## src/rtl/tcn_pkg.sv

```systemverilog
// Shared types and constants for the template correlation block.
package tcn_pkg;

  localparam int unsigned MaxImageRows = 256;
  localparam int unsigned MaxImageCols = 256;
  localparam int unsigned MaxMaskRows  = 16;
  localparam int unsigned MaxMaskCols  = 16;
  localparam int unsigned DivStages    = 8;

  typedef enum logic [1:0] {
    REQ_MASK  = 2'd0,
    REQ_IMAGE = 2'd1,
    REQ_FETCH = 2'd2,
    REQ_RSVD  = 2'd3
  } req_e;

  typedef enum logic [1:0] {
    CFG_MASK_ROWS  = 2'd0,
    CFG_MASK_COLS  = 2'd1,
    CFG_IMAGE_ROWS = 2'd2,
    CFG_IMAGE_COLS = 2'd3
  } cfg_e;

  typedef enum logic [2:0] {
    ST_IDLE,
    ST_COMPUTE,
    ST_DRAIN,
    ST_FETCH,
    ST_DELIVER
  } state_e;

  typedef struct packed {
    logic [31:0] rem;
    logic [31:0] den;
    logic [7:0]  quo;
    logic        last;
  } div_word_t;

endpackage

```

## src/rtl/tcn_div_cell.sv

```systemverilog
// One restoring division cell that resolves a single quotient bit.
module tcn_div_cell (
  input  logic              clk_i,
  input  logic              rst_ni,
  input  logic              valid_i,
  input  tcn_pkg::div_word_t word_i,
  output logic              valid_o,
  output tcn_pkg::div_word_t word_o
);

  logic              valid_q;
  tcn_pkg::div_word_t word_q, word_d;
  logic              ge;

  always_comb begin
    ge          = word_i.rem >= word_i.den;
    word_d.rem  = ge ? (word_i.rem - word_i.den) : word_i.rem;
    word_d.den  = word_i.den >> 1;
    word_d.quo  = {word_i.quo[6:0], ge};
    word_d.last = word_i.last;
  end

  always_ff @(posedge clk_i or negedge rst_ni) begin
    if (!rst_ni) begin
      valid_q <= 1'b0;
    end else begin
      valid_q <= valid_i;
    end
  end

  always_ff @(posedge clk_i) begin
    word_q <= word_d;
  end

  assign valid_o = valid_q;
  assign word_o  = word_q;

endmodule

```

## src/rtl/tcn_div_chain.sv

```systemverilog
// Row of division cells that scales a sum against the peak, one bit per cell.
module tcn_div_chain (
  input  logic              clk_i,
  input  logic              rst_ni,
  input  logic              valid_i,
  input  tcn_pkg::div_word_t word_i,
  output logic              valid_o,
  output tcn_pkg::div_word_t word_o
);

  logic              v [0:tcn_pkg::DivStages];
  tcn_pkg::div_word_t w [0:tcn_pkg::DivStages];

  assign v[0] = valid_i;
  assign w[0] = word_i;

  for (genvar k = 0; k < tcn_pkg::DivStages; k++) begin : g_cell
    tcn_div_cell u_cell (
      .clk_i   (clk_i),
      .rst_ni  (rst_ni),
      .valid_i (v[k]),
      .word_i  (w[k]),
      .valid_o (v[k+1]),
      .word_o  (w[k+1])
    );
  end

  assign valid_o = v[tcn_pkg::DivStages];
  assign word_o  = w[tcn_pkg::DivStages];

endmodule

```

## config.mk

```make
export PLATFORM = sky130hd
export DESIGN_NAME = tcn_div_chain
export DESIGN_NICKNAME = d
export VERILOG_FILES = /design/src/rtl/tcn_pkg.sv /design/src/rtl/tcn_div_cell.sv /design/src/rtl/tcn_div_chain.sv
export SDC_FILE = /design/constraint.sdc
export NUM_CORES = 1
export LEC_CHECK = 0
export BUFFER_PORTS_ARGS = -buffer_cell sky130_fd_sc_hd__buf_2
export CORE_ASPECT_RATIO = 1.75
export CORE_MARGIN = 2
export CORE_UTILIZATION = 50
export CTS_BUF_LIST = sky130_fd_sc_hd__clkbuf_16
export CTS_CLUSTER_DIAMETER = 40
export DETAILED_ROUTE_END_ITERATION = 10
export PLACE_DENSITY = 0.67
export SETUP_SLACK_MARGIN = 0.15
export SLEW_MARGIN = 10
export SYNTH_ARGS = -nofsm -noshare
export SYNTH_HDL_FRONTEND = slang
export SYNTH_SLANG_ARGS = --single-unit
```

## constraint.sdc

```tcl
create_clock -name clk_i -period 5.6 [get_ports clk_i]
set_input_delay 0.56 -clock clk_i [delete_from_list [all_inputs] [get_ports clk_i]]
set_output_delay 0.56 -clock clk_i [all_outputs]
set_load 0.03 [all_outputs]
```

==> summary.txt, run 1 <==
Job
  – Maxcap violations: 0

Setup path
  – CP cell instances: inv_1, ha_1, a211oi_1, o211ai_1, o21ai_0, nand2_1, a221oi_1, o31ai_1, a221o_1, a21oi_1, mux2_2
  – CP Class: register to register
  – CP endpoint kind: register
  – Crit path max-delay cell type: a221oi_1
  – Worst Path Required: 6060 ps
  – CP max FO: 5
  – Worst EP arrival: 4460 ps
  – CP Launch Point: g_cell[0].u_cell.word_o[13]
  – R2r startpoint: g_cell[0].u_cell.word_o[13]
  – CP max stage delay: 960 ps
  – Crit start category: register

STA
  – Least-Margin Pin Slew: 1100 ps
  – Final setup viols: 0
  – Min cycle time layout: 4000 ps
  – Final Hold Fails: 0
  – Hold WS: 83.3 ps
  – Slew HR: 0.266
  – Clock Skews: 17.8 ps
  – Fmax: 0.250 GHz
  – Setup TNS Final: 0 ps
  – RSZ-0062 raised after global routing: false
  – Final Max Slew Viols: 0
  – Final worst-path cycle share: 0.714

Clock tree
  – Worst skew pair latency: 580 ps
  – CTS tree: done
  – Clk slew on worst S/H paths: 60 ps
  – CTS Root Cell: clkbuf_16
  – TritonCTS Buffers: 50
  – H-tree depth: 2
  – Clock Sinks: 528
  – Post-CTS resize count: 0
  – CTS Buffer Depth: 3

Final layout
  – Layout overhead on the synthesized area: 10.8%
  – Area of the multi-input gates: 0.0144 mm^2
  – Filler cells: 4,877
  – Register Area: 0.0106 mm^2
  – Finished Cell Area: 0.0293 mm^2
  – Most frequent cells in the layout: dfxtp_1 (520), inv_1 (294), nand2_1 (280), o21ai_0 (259), a21oi_1 (232)
  – N_diodes: 0
  – Most common cell after layout, fill and taps aside: dfxtp_1
  – Final net count: 3,437
  – Layout cells sized above 1: 0.0864

Power
  – Overall power: 17.6 mW
  – VDD IR max: 0.248 mV
  – Leak Pwr: 13.7 nW
  – Pwr dens: 600 mW/mm^2

Synthesis
  – Synth warnings: 0
  – Mean cell area of the mapped netlist: 8.76 um^2
  – Dominant cell type by area after synthesis: dfxtp_1
  – Gate count of the mapped netlist: 3,014
  – Synth area leaders: dfxtp_1 (39%), ha_1 (11%), o21ai_0 (4.9%)
  – Syn Std Cell Area: 0.0264 mm^2
  – Distinct cell type count after synthesis: 84
  – Post-synth EDFFs: 0
  – Share of flip-flops with an asynchronous set or reset: 0.0152
  – FF+latch count, synth: 528
  – Area share of the largest cell type after synthesis: 0.394
  – Ys flop type: dfxtp_1
  – Seq/Total Area, Yosys: 0.402

GRT
  – Initial antenna violation count: 0
  – Aggregate global routing overflow: 0
  – Gr usage total: 0.234
  – Largest net degree at the start of global routing: 63
  – Vias in the first global route: 21,938
  – First-pass GRT wire length: 103 mm

Floorplan
  – Die area: 0.0547 mm^2
  – Rows: 111
  – # IOs: 150
  – Initial Util: 0.505
  – Die X: 178 um
  – Die Y: 308 um
  – Std-Cell Core Area: 0.0522 mm^2

Worst hold path
  – Worst hold path startpoint: word_i[0]
  – HP Class: primary input to register

Detailed routing
  – Routed vias/inst: 5.50
  – Wirelength per Cell: 16.6 um
  – Post-DRT Antenna Nets: 0
  – DRT Wirelength: 63.8 mm
  – Residual DRC: 0
  – DR pass1 iterations: 7
  – Drt initial violations: 977
  – Detailed-route via count: 21,090

Place
  – Port bufs: 133
  – Routability congestion estimate: 0.957
  – Post-detail-place hpwl: 51.7 mm
  – Placed inst area: 0.0277 mm^2

Run status
  – Status: finished clean
[synth_stat cells, types with 7 or more instances]
cell type,instances
xor2_1,114
clkbuf_1,74
and3_1,20
buf_4,9
or2_2,8
a211oi_1,29
and2_1,9
or3_1,18
xnor2_1,105
dfrtp_1,8
nand2b_1,25
o211ai_1,27
nor2b_1,35
o31ai_1,19
fa_1,8
a2111oi_0,10
buf_2,7
a21o_1,149
nand3_1,43
mux2_2,27
a31oi_1,29
ha_1,228
o21bai_1,20
a31o_2,8
a21oi_1,233
nor2_1,161
nor3_1,35
o2111ai_1,10
nand4_1,39
inv_1,285
nand3b_1,7
o21ai_0,259
o21a_1,28
nor3b_1,8
dfxtp_1,520
nand2_1,280
or4_1,9
[state kept, by name, indices dropped and copies added (netlist names)]
name and cells:
g_cell.u_cell.word_o 520, g_cell.u_cell.valid_o 8
[through the flow]
stage                     instances   util  setup slack [ps]
final                          3836  0.560              1600
after global routing           3836  0.560              1370
after CTS                      3836  0.560              1690
after detailed placement       3750  0.531              1400
after global placement         3750  0.531              1440
after floorplan                3021      -              2450
[final cells by class]
cell class / instances / area share
multi-input combinational: 2111 / 0.493
sequential: 528 / 0.363
clock buffer: 51 / 0.0436
inverter: 288 / 0.0370
tap: 678 / 0.0290
timing repair buffer: 146 / 0.0262
clock inverter: 34 / 0.00881
[worst max-delay path, delay by kind of cell, from the launching register on]
kind                       cells  cell delay (ps)
AOI/OAI and AO/OA              7             2620
DFF                            1              340
adders and majority gates      1              340
muxes                          1              340
and+or+nand+nor                1              180
buffers and inverters          1               50
[report_power, final]
| group | switching [mW] | internal, mW | total (mW) |
|---|---|---|---|
| Sequential | 0.590 | 4.95 | 5.54 |
| Clock | 1.38 | 1.79 | 3.17 |
| Combinational | 5.21 | 3.65 | 8.86 |
| Total | 7.18 | 10.4 | 17.6 |
[path summary, 6_finish.rpt]
| kind | endpoint | slack (ps) | cells after the start |
|---|---|---|---|
| max | g_cell[1].u_cell.word_o[72] | 1600 | 11 |
| max in group asynchronous | g_cell[0].u_cell.valid_o | 5080 | 2 |
| min reg2reg | g_cell[6].u_cell.word_o[4] | 320 | 0 |
| min in group asynchronous | g_cell[2].u_cell.valid_o | 350 | 2 |
| min | g_cell[0].u_cell.word_o[0] | 80 | 1 |
| max reg2reg | g_cell[1].u_cell.word_o[72] | 1600 | 11 |
[cells by family after synthesis]
kind of cell    Yosys count  share of synthesized area
xor+xnor                219                     0.0727
compound gates          895                      0.213
buf+inv                 382                     0.0559
other cells               1                   0.000142
mux                      30                     0.0127
fa+ha+maj               236                      0.114
flops                   528                      0.402
simple gates            723                      0.129
[what timing repair did]
item | 4_1_cts | 5_1_grt
buffers inserted | 0 | 0
endpoints found under the hold margin | 8 | 0
hold buffers | 1 | 0
[per-layer routing]
| metal | part of all wire | vias to the layer above | track usage |
|---|---|---|---|
| li1 | - | 10704 | - |
| met1 | 0.34 | 9598 | 0.197 |
| met2 | 0.55 | 535 | 0.477 |
| met3 | 0.029 | 253 | 0.0239 |
| met4 | 0.086 | 0 | 0.183 |
| met5 | 0 | - | 0 |
No activity file was read; power rests on OpenSTA's default activity.
==> inputs of run 2 (changes only) <==
- ABC_AREA: unset -> 1
- PLACE_DENSITY: 0.67 -> 0.69
- clock period: 5.6 -> 3.34 ns (I/O delays scaled with it)
==> run 2 against run 1 <==
Against the previous run: the flow now stops in 5_1_grt; synthesized area rose by 29%; synthesized cell count rose by 86%.
==> summary.txt, run 2 <==
Synthesis
  – Share of flip-flops with an asynchronous set or reset: 0.0152
  – Synth area leaders: dfxtp_1 (30%), nand2_1 (26%), inv_1 (13%)
  – Ys flop type: dfxtp_1
  – Synth warnings: 0
  – Dominant cell type by area after synthesis: dfxtp_1
  – FF+latch count, synth: 528
  – Distinct cell type count after synthesis: 38
  – Mean cell area of the mapped netlist: 6.10 um^2
  – Synth top cells by count: nand2_1 (2,331), inv_1 (1,220), dfxtp_1 (520)
  – Gate count of the mapped netlist: 5,601
  – Most numerous cell in the Yosys netlist: nand2_1
  – Seq/Total Area, Yosys: 0.311
  – Post-synth EDFFs: 0
  – Area share of the largest cell type after synthesis: 0.305
  – Syn Std Cell Area: 0.0341 mm^2

Run status
  – Error Message: [ERROR GRT-0116] Global routing finished with congestion. Check the congestion regions in the DRC Viewer.
  – Fail Step: 5_1_grt
  – Status: aborted with a tool error

Floorplan
  – Rows: 126
  – # IOs: 150
  – Initial Util: 0.506
  – Die Y: 350 um
  – Die X: 202 um

Place
  – Routability congestion estimate: 1.02
  – Port bufs: 133
  – Post-detail-place hpwl: 115 mm
  – Placed inst area: 0.0357 mm^2

Clock tree
  – H-tree depth: 2
  – CTS Buffer Depth: 3
  – Clock Sinks: 528
  – Post-CTS Setup Inserts: 0
  – CTS Root Cell: clkbuf_16
  – TritonCTS Buffers: 59
  – Post-CTS resize count: 0
  – Hold-fix buffers, CTS: 65

GRT
  – Gr usage total: 0.407
  – Vias in the first global route: 36,846
  – Aggregate global routing overflow: 1
  – First-pass GRT wire length: 212 mm
  – Largest net degree at the start of global routing: 34
==> run 2: cell count changes after synthesis, sizes merged, moves of 87 or more <==
cell	before	now
a21o	149	1
a21oi	234	147
inv	287	1242
nand2	280	2381
nand3	43	321
nor2	161	341
o21ai	260	27
xnor2	105	4
==> run 2: kinds of logic after synthesis <==
group,share of synthesized area
AOI/OAI and AO/OA,0.0308
and+or+nand+nor,0.389
DFF,0.311
buffers and inverters,0.152
xor gates and xnor gates,0.0295
adders and majority gates,0.0882
other,0.000110
==> run 2: metrics by stage <==
stage	hold slack, ps	setup WS, ps	instances
after global placement	180	452	6607
after floorplan	38.4	1380	5608
after detailed placement	194	440	6607
after CTS	10.0	490	6784
==> run 2: layer usage <==
| layer | global-route usage | GRT overflow |
|---|---|---|
| met5 | 0 | 0 |
| met4 | 0.543 | 1 |
| met3 | 0.0874 | 0 |
| met1 | 0.265 | 0 |
| met2 | 0.797 | 0 |
==> inputs of run 3 (changes only) <==
- CORE_ASPECT_RATIO: 1.75 -> unset
- CORE_UTILIZATION: 50 -> 35
- CTS_BUF_LIST: sky130_fd_sc_hd__clkbuf_16 -> unset
- CTS_CLUSTER_DIAMETER: 40 -> unset
- PLACE_DENSITY: 0.69 -> unset
- PLACE_DENSITY_LB_ADDON: unset -> 0.15
- SETUP_SLACK_MARGIN: 0.15 -> unset
- clock period: 3.34 -> 4.3 ns (I/O delays scaled with it)
==> run 3 against run 2 <==
Against the previous run: the run now ends clean; synthesized area did not move; synthesized cell count did not move.
==> summary.txt, run 3 <==
Run status
  – Status: finished clean

Synthesis
  – Syn Std Cell Area: 0.0341 mm^2
  – Gate count of the mapped netlist: 5,601
  – Dominant cell type by area after synthesis: dfxtp_1
  – Synth warnings: 0
  – Ys flop type: dfxtp_1
  – Distinct cell type count after synthesis: 38
  – Mean cell area of the mapped netlist: 6.10 um^2
  – Synth area leaders: dfxtp_1 (30%), nand2_1 (26%), inv_1 (13%)
  – Area share of the largest cell type after synthesis: 0.305
  – Post-synth EDFFs: 0
  – Synth top cells by count: nand2_1 (2,331), inv_1 (1,220), dfxtp_1 (520)
  – Share of flip-flops with an asynchronous set or reset: 0.0152
  – Most numerous cell in the Yosys netlist: nand2_1
  – Seq/Total Area, Yosys: 0.311
  – FF+latch count, synth: 528

GRT
  – Largest net degree at the start of global routing: 34
  – Vias in the first global route: 32,475
  – Initial antenna violation count: 0
  – Gr usage total: 0.238
  – Aggregate global routing overflow: 0
  – First-pass GRT wire length: 181 mm

Final layout
  – Layout overhead on the synthesized area: 13.2%
  – Post-Layout Cell Count: 7,129
  – Most common cell after layout, fill and taps aside: nand2_1
  – Layout cells sized above 1: 0.0658
  – Final net count: 6,114
  – Largest register FFs: 520
  – N_diodes: 0
  – Most frequent cells in the layout: nand2_1 (2,331), inv_1 (1,220), dfxtp_1 (520), nor2_1 (318), nand3_1 (315)

Clock tree
  – CTS Buffer Depth: 3
  – Clock Sinks: 528
  – CTS tree: done
  – Worst skew pair latency: 640 ps
  – CTS Root Cell: clkbuf_16
  – Clk slew on worst S/H paths: 60 ps
  – H-tree depth: 3
  – TritonCTS Buffers: 68
  – Post-CTS Setup Inserts: 0

STA
  – Min cycle time layout: 2830 ps
  – Setup TNS Final: 0 ps
  – Final worst-path cycle share: 0.659
  – Fmax: 0.353 GHz
  – RSZ-0062 raised after global routing: false
  – Worst setup margin: 1470 ps
  – Final Max Slew Viols: 0
  – Slew HR: 0.508
  – Clock Skews: 30.2 ps
  – Least-Margin Pin Slew: 732 ps
  – Final Hold Fails: 0
  – Final setup viols: 0

Setup path
  – CP max stage delay: 580 ps
  – CP Launch Point: word_i[34]
  – CP endpoint: g_cell[0].u_cell.word_o[66]
  – CP endpoint kind: register
  – Top cell by count, worst path: nand2_1
  – Worst R2R Setup Slack: 1510 ps
  – R2r startpoint: g_cell[1].u_cell.word_o[41]
  – Worst reg2reg endpoint: g_cell[2].u_cell.word_o[62]
  – Worst EP arrival: 3370 ps
  – Crit path max-delay cell type: inv_2
  – CP Class: primary input to register
  – CP cell instances: dlygate4sd3_1, buf_2, inv_1, ha_1, a21oi_1, nor2_1, o21ai_0, nand2_1, nor2_2, nand2_4, inv_2, nand2_1, nand2_1
  – Crit start category: primary input
  – Worst Path Required: 4840 ps
  – R2r worst-path depth: 15
  – CP max FO: 30

Floorplan
  – Die Y: 316 um
  – Std-Cell Core Area: 0.0967 mm^2
  – Initial Util: 0.353
  – Rows: 114
  – Die X: 316 um
  – # IOs: 150
  – Die area: 0.100 mm^2

Place
  – Routability congestion estimate: 1.01
  – Post-detail-place hpwl: 99.8 mm
  – Dpl cells: 6,971
  – Port bufs: 133
  – Setup WS pre-CTS: 1340 ps

Detailed routing
  – Residual DRC: 0
  – Detailed-route via count: 32,201
  – Met2 wire length: 61.4 mm
  – Wirelength per Cell: 16.5 um
  – Post-DRT Antenna Nets: 0
  – Drt initial violations: 1,527
  – Highest Signal Layer: met4
  – DRT Wirelength: 117 mm
  – Metal-1 WL: 46.1 mm
  – Routed vias/inst: 4.52
  – Wire length on met3: 2.99 mm
  – DR pass1 iterations: 5

Worst hold path
  – Worst hold path startpoint: word_i[45]
  – HP Class: primary input to register

Power
  – Overall power: 28.6 mW
  – Leak Pwr: 22.8 nW
  – Pwr dens: 741 mW/mm^2
  – VDD IR max: 0.314 mV

Job
  – Maxcap violations: 0
-- run 3: cell counts after synthesis --
No cell type changed its count.
-- run 3: power by group --
part | switching, mW | total [mW] | leakage, nW | internal [mW]
combinational | 10.5 | 15.5 | 17.2 | 5.00
sequential | 0.934 | 7.35 | 4.48 | 6.42
clock | 2.33 | 5.79 | 1.10 | 3.47
-- run 3: area by class of cell --
class,instances,area [um^2]
Fill cell,10697,58100
Multi-Input combinational cell,3782,18400
Sequential cell,528,10600
Clock buffer,91,1920
Tap cell,1276,1600
Timing Repair Buffer,180,1110
Clock inverter,30,377
Inverter,1242,4660
-- run 3: how the worst min path moves through the flow --
stage,to,cells past startpoint
after floorplan,g_cell[0].u_cell.valid_o,0
after global placement,g_cell[0].u_cell.valid_o,1
after detailed placement,g_cell[0].u_cell.valid_o,1
after CTS,g_cell[0].u_cell.word_o[45],3
after global routing,g_cell[0].u_cell.word_o[45],3
final,g_cell[0].u_cell.word_o[45],3
-- run 3: timing repair --
action                                 4_1_cts  5_1_grt
resized for setup                            0        0
endpoints found under the hold margin       44        0
hold buffers                                37        0
-- run 3: worst max-delay path, delay by kind of cell --
family / cells / cell delay [ps]
and+or+nand+nor: 6 / 810
adders and majority gates: 1 / 390
AOI/OAI and AO/OA: 2 / 420
buffers and inverters: 4 / 1290
-- run 3: routing by layer --
| layer | vias to the layer above | track usage |
|---|---|---|
| met3 | 255 | 0.0254 |
| met4 | 0 | 0.125 |
| met2 | 574 | 0.463 |
| met5 | - | 0 |
| met1 | 14278 | 0.248 |
| li1 | 17094 | - |
-- run 3: logic make-up after synthesis --
| kind of cell | count (synthesis) | share of synthesized area |
|---|---|---|
| AND/OR/NAND/NOR | 3235 | 0.389 |
| buffers and inverters | 1298 | 0.152 |
| flip-flops | 528 | 0.311 |
| adder cells (fa/ha/maj) | 236 | 0.0882 |
| AO/OA/AOI/OAI | 188 | 0.0308 |
| XOR/XNOR | 115 | 0.0295 |
| other | 1 | 0.000110 |
-- run 3: through the flow --
stage / hold WS [ps] / utilization / instance area [um^2]
floorplan: 134 / - / 34200
global placement: 278 / 0.372 / 36000
detailed placement: 287 / 0.372 / 36000
CTS: 6.87 / 0.400 / 38700
global route: 25.2 / 0.400 / 38700
finish: 34.9 / 0.400 / 38700
